<file path="src/rtl/core/hwes_pkg.sv">
// shared types, constants and state codes for the hour-of-week statistics core
package hwes_pkg;

  localparam int HOURS_PER_DAY = 24;
  localparam int DAYS_PER_WEEK = 7;
  localparam int COUNT_WIDTH   = 32;
  localparam int NUM_BINS      = DAYS_PER_WEEK * HOURS_PER_DAY;
  localparam int BIN_W         = $clog2(NUM_BINS);
  localparam int SLOTS_PER_BIN = 8;
  localparam int AVG_PER_BIN   = 2;
  localparam int AVG_W         = 32;
  localparam int AVG_BASE      = SLOTS_PER_BIN * COUNT_WIDTH;
  localparam int ROW_W         = AVG_BASE + AVG_PER_BIN * AVG_W;

  localparam int CAP_W         = 8;
  localparam logic [CAP_W-1:0] WINDOW_CAP_RESET = 8'd100;

  // dividend is (d-1)*avg + sample
  localparam int DIV_W         = CAP_W + AVG_W + 1;
  localparam int DIV_STEPS     = DIV_W;
  localparam int STEP_W        = $clog2(DIV_STEPS);

  localparam logic [2:0] KIND_CHUNK_SENT       = 3'd0;
  localparam logic [2:0] KIND_CHUNK_RECEIVED   = 3'd1;
  localparam logic [2:0] KIND_RECEIPT_SENT     = 3'd2;
  localparam logic [2:0] KIND_RECEIPT_RECEIVED = 3'd3;
  localparam logic [2:0] KIND_TIME_IN          = 3'd4;
  localparam logic [2:0] KIND_TIME_OUT         = 3'd5;
  localparam logic [2:0] KIND_POLLUTION        = 3'd6;
  localparam logic [2:0] KIND_MALFORMED        = 3'd7;

  typedef struct packed {
    logic [2:0]  command;
    logic [2:0]  day;
    logic [4:0]  hour;
    logic [31:0] sample;
    logic [31:0] now_seconds;
  } hwes_in_t;

  typedef struct packed {
    logic [31:0] count_value;
    logic [31:0] average_value;
    logic [31:0] last_seen_time;
  } hwes_out_t;

  typedef enum logic [2:0] {
    ST_IDLE,
    ST_READ,
    ST_COUNT,
    ST_MULT,
    ST_DSTART,
    ST_DIV,
    ST_FIN
  } hwes_state_t;

  typedef struct packed {
    logic capture;
    logic load_row;
    logic load_count;
    logic load_acc;
    logic div_start;
    logic finish;
  } hwes_cmd_t;

  typedef struct packed {
    logic is_timing;
    logic div_done;
    logic out_busy;
  } hwes_stat_t;

endpackage

</file>
<file path="src/rtl/core/hwes_ctrl.sv">
// sequencer for one request: read bin, count, multiply, divide (timing events only), write back
module hwes_ctrl (
  input  logic                 clk,
  input  logic                 rst_n,
  input  logic                 in_valid,
  output logic                 in_ready,
  input  hwes_pkg::hwes_stat_t stat,
  output hwes_pkg::hwes_cmd_t  cmd
);
  import hwes_pkg::*;

  hwes_state_t state_r, state_nxt;

  always_comb begin
    state_nxt = state_r;
    case (state_r)
      ST_IDLE:   if (in_valid) state_nxt = ST_READ;
      ST_READ:   state_nxt = ST_COUNT;
      ST_COUNT:  state_nxt = ST_MULT;
      ST_MULT:   state_nxt = stat.is_timing ? ST_DSTART : ST_FIN;
      ST_DSTART: state_nxt = ST_DIV;
      ST_DIV:    if (stat.div_done) state_nxt = ST_FIN;
      ST_FIN:    if (!stat.out_busy) state_nxt = ST_IDLE;
      default:   state_nxt = ST_IDLE;
    endcase
  end

  always_comb begin
    cmd      = '0;
    in_ready = 1'b0;
    case (state_r)
      ST_IDLE: begin
        in_ready    = 1'b1;
        cmd.capture = in_valid;
      end
      ST_READ:   cmd.load_row   = 1'b1;
      ST_COUNT:  cmd.load_count = 1'b1;
      ST_MULT:   cmd.load_acc   = 1'b1;
      ST_DSTART: cmd.div_start  = 1'b1;
      ST_DIV:    cmd            = '0;
      ST_FIN:    cmd.finish     = !stat.out_busy;
      default:   cmd            = '0;
    endcase
  end

  always_ff @(posedge clk) begin
    if (!rst_n) begin
      state_r <= ST_IDLE;
    end else begin
      state_r <= state_nxt;
    end
  end

endmodule

</file>
<file path="config.mk">
export PLATFORM = sky130hd
export DESIGN_NAME = hwes_ctrl
export DESIGN_NICKNAME = d
export VERILOG_FILES = /design/src/rtl/core/hwes_pkg.sv /design/src/rtl/core/hwes_ctrl.sv
export SDC_FILE = /design/constraint.sdc
export NUM_CORES = 1
export LEC_CHECK = 0
export ABC_AREA = 1
export BUFFER_PORTS_ARGS = -buffer_cell sky130_fd_sc_hd__buf_2
export CORE_AREA = 2 2 39 41
export DETAILED_ROUTE_END_ITERATION = 6
export DIE_AREA = 0 0 41 43
export PLACE_DENSITY = 0.42
export SLEW_MARGIN = 20
export SYNTH_ARGS = -nofsm -noshare
export SYNTH_HDL_FRONTEND = slang
export SYNTH_SLANG_ARGS = --single-unit
</file>
<file path="constraint.sdc">
create_clock -name clk -period 1.1 [get_ports clk]
set_input_delay 0.11 -clock clk [delete_from_list [all_inputs] [get_ports clk]]
set_output_delay 0.11 -clock clk [all_outputs]
set_load 0.01 [all_outputs]
</file>
# After elaboration in Yosys (flattened, before gate mapping)
# Index checks and enable logic that the tools add are counted.
# totals
register_bits	3
latch_bits	0
ram_bits	0
rom_bits	0
inputBits	6
mem_count	0
# classes
addsub	0
n_mul	0
div_mod_pow	0
n_lt_le_gt_ge	0
n_eq_ne	9
shift	0
n_mux	12
n_bitwise	0
reduce_logical	3
# op_table
op	count
3-bit one-hot mux with 7 select lines	1
3-bit equality test (second input constant)	3
3-bit 2-to-1 mux	3
1-bit 2-to-1 mux	7
3-bit by 2-bit equality test with 1-bit output (second input constant)	2
2-bit != test (second input constant)	3
3-bit by 1-bit equality test with 1-bit output (second input constant)	1
3-bit logical NOT	1
3-bit AND reduction	1
2-bit 2-to-1 mux	1
1-bit logical NOT	1

# Logic depth before layout (Yosys ltp)
# logic_depth
word_depth	3
ltp_mapped	7
mapped_depth_nobuf	6

# Least setup slack after synthesis
# Ideal clock, no wire load.
# synth_timing
kind	reg-to-output
from	register state_r[1]
to	output port cmd[0] in the netlist's numbering
t_arrival_ns	0.917
required_time_ns	0.990
setup_slack_ns	0.073
stages_incl_launch_ff	3
n_path_buf	0
cell_sequence	dfxtp_1 -> inv_1 -> nor4_1
# synth_lines
item	line_no	source
start: declaration	hwes_ctrl.sv:12	hwes_state_t state_r, state_nxt;
start signal: assignment	hwes_ctrl.sv:50	state_r <= state_nxt;
end: declaration	hwes_ctrl.sv:8	output hwes_pkg::hwes_cmd_t cmd

==> impl_results.md <==
* Top cells by area, synth: dfxtp_1, inv_1, nand2_1
* PortBufs at 12
* Clk_lat worst skew at 230 ps
* Final hold violation count at 0
* Top Registers: state_r (3)
* Yosys warnings at 0
* Prevailing post-synth register cell: dfxtp_1
* CTS Buffer Depth at 2
* Max-cap violations at 0
* Dominant cell type by area after synthesis: dfxtp_1
* Clk pwr share at 32.6%
* Vias at 321
* Max IR drop VDD at 0.378 mV
* Placed Instance Area at 333 sq um
* Power Density at 1410 nW/um^2
* EDFF count, synth at 0
* H-tree lvl count at 1
* Final setup vio count at 3
* Routed length per instance at 8.04 um
* Tcrit/Tclk final at 106%
* CP Launch Type: flip-flop
* Mapped Nets at 50
* DIE WIDTH at 41 um
* Tmin final at 1160 ps
* Design area at 415 sq um
* Seq pwr share at 27.6%
* Outcome: complete, but fails checks
* Syn Area/Cell at 6.09 sq um
* Int Power at 0.000371 W
* Skew final at 1.46 ps
* Final Slew Violations at 0
* Num CTS Buffers at 3
* Asr flop ratio synth at 0%
* Post-route setup slack at -60.8 ps
* DRC errors left at 0
* Initial antenna violation count at 0
* First-pass GRT wire length at 972 um
* Post-DR vias/cell at 4.17
* RSZ-0062 raised after global routing: true
* Largest register by flop count: state_r
* Post-synth top cells: inv_1, nand2_1, nor2_1, nand3_1
* WL final at 619 um
* Rel. slew slack at 86.9%
* Max reg flops at 3
* Power Total at 0.000584 W
* Clk root buf: clkbuf_4
* Worst hold-check path type: in2reg
* Worst EP required at 990 ps
* Vias in the first global route at 269
* Switching part of the total at 36.5%
* F_max at 861 MHz
* Iteration-0 DRC Markers at 4
* Count of cell types in the netlist at 16
* Switch Pwr at 0.000213 W
* Post-Syn Instances at 44
* Core area at 1380 sq um
* CP Capture Type: output port
* CP Max Fanout at 4
* Layout cells sized above 1 at 55.7%
* I/O pins at 13
* Final net count at 68
* Register bit total from synthesis at 3
* Worst slew pin tran at 195 ps
* Die area at 1760 sq um
* Data arrival, critical path at 1050 ps
* Initial Util at 19.3%
* Worst hold slack at 136 ps
* Die Y-Extent at 43 um
* Post-route ant nets at 0
* Final Wtd Congestion at 0.676
* Post-DP HPWL at 524 um
* Area grow syn2layout at 55.1%
* Cell Area, Synth at 268 sq um
* Failing checks: setup timing
* Leak at 0.237 nW
* Drt pass-1 iters at 4
* Largest net degree at the start of global routing at 9
* Seq/Total Area, Yosys at 22.4%
* Post-synth top area share at 22.4%
* Combinational power share at 39.7%
* WS Path Type: reg2out
* Cell row count at 14
* GR Overflow Total at 0
* Clock Sinks at 3
* TritonCTS clock tree: yes
* Global Route Usage Sum at 8.22%
* # diodes at 0
* Clk slew on worst S/H paths at 40 ps
[per-stage QoR]
stage | instances | utilization (%) | setup TNS (ps) | worst slack [ps]
6_report | 77 | 30.0 | -112 | -60.8
5_1_grt | 77 | 30.0 | -348 | -83.9
4_1_cts | 76 | 28.5 | -151 | -59.5
3_5_place_dp | 71 | 24.1 | 0 | 77.3
3_3_place_gp | 71 | 24.1 | 0 | 77.6
2_1_floorplan | 44 | - | 0 | 73.3
[repair_timing]
item / in CTS / in global routing
pin swaps: 0 / 3
cloned: 0 / 0
hold buffers: 0 / 0
setup buffers: 1 / 1
setup endpoints to repair: 7 / 7
gates resized for setup: 11 / 4
[cell usage in the layout, fill, tap and decap left out]
master	n
inv_2	2
inv_1	5
nand2_2	1
o21ai_2	1
nand2_1	7
nor2_4	1
inv_4	2
clkbuf_4	3
nor2_2	3
a21oi_1	2
dfxtp_4	3
nor2_1	6
nor3_4	1
buf_4	2
nand3_2	1
nor3_2	1
nand4_1	1
nand3_1	4
clkbuf_1	1
buf_6	1
nor4_1	1
buf_2	12
[critical path, cell delays in order, from the launching register on]
cell	delay [ps]
dfxtp_4	370
inv_4	50
nor4_1	230
buf_2	170
[layer usage]
metal  track usage, %  up-vias  wire length, um
li1                 -      172                -
met1             8.97      138              259
met2             13.1        9              316
met3             1.57        2               24
met5                0        -                0
met4             6.00        0               19
[logic make-up after synthesis]
family / share of synthesized area (%)
and+or+nand+nor: 48.6
AOI/OAI and AO/OA: 7.01
buffers and inverters: 22.0
DFF: 22.4
[final timing paths]
path	start	endpoint	slack, ps	cells past startpoint
worst min-delay path	rst_n	state_r[0]	140	3
worst max register to register	state_r[0]	state_r[0]	90	7
worst min register to register	state_r[2]	state_r[0]	640	3
worst max-delay path	state_r[1]	cmd[0]	-60	3
[cell type report]
class	count	area (sq um)
fill	164	968
inverter	9	38.8
tap	16	20.0
clock buffer	4	26.3
timing repair buffer	15	86.3
sequential	3	71.3
multi-input combinational	30	173
[power by group through the flow]
| stage | registers, W | clock network [W] | logic (W) |
|---|---|---|---|
| 5_1_grt | 0.000164 | 0.000203 | 0.000258 |
| 3_5_place_dp | 0.000154 | 0 | 0.000184 |
| 6_report | 0.000161 | 0.000190 | 0.000232 |
| 2_1_floorplan | 0.000137 | 0 | 0.000151 |
| 4_1_cts | 0.000161 | 0.000198 | 0.000211 |
| 3_3_place_gp | 0.000152 | 0 | 0.000186 |
(Power assumes the default switching activity.)
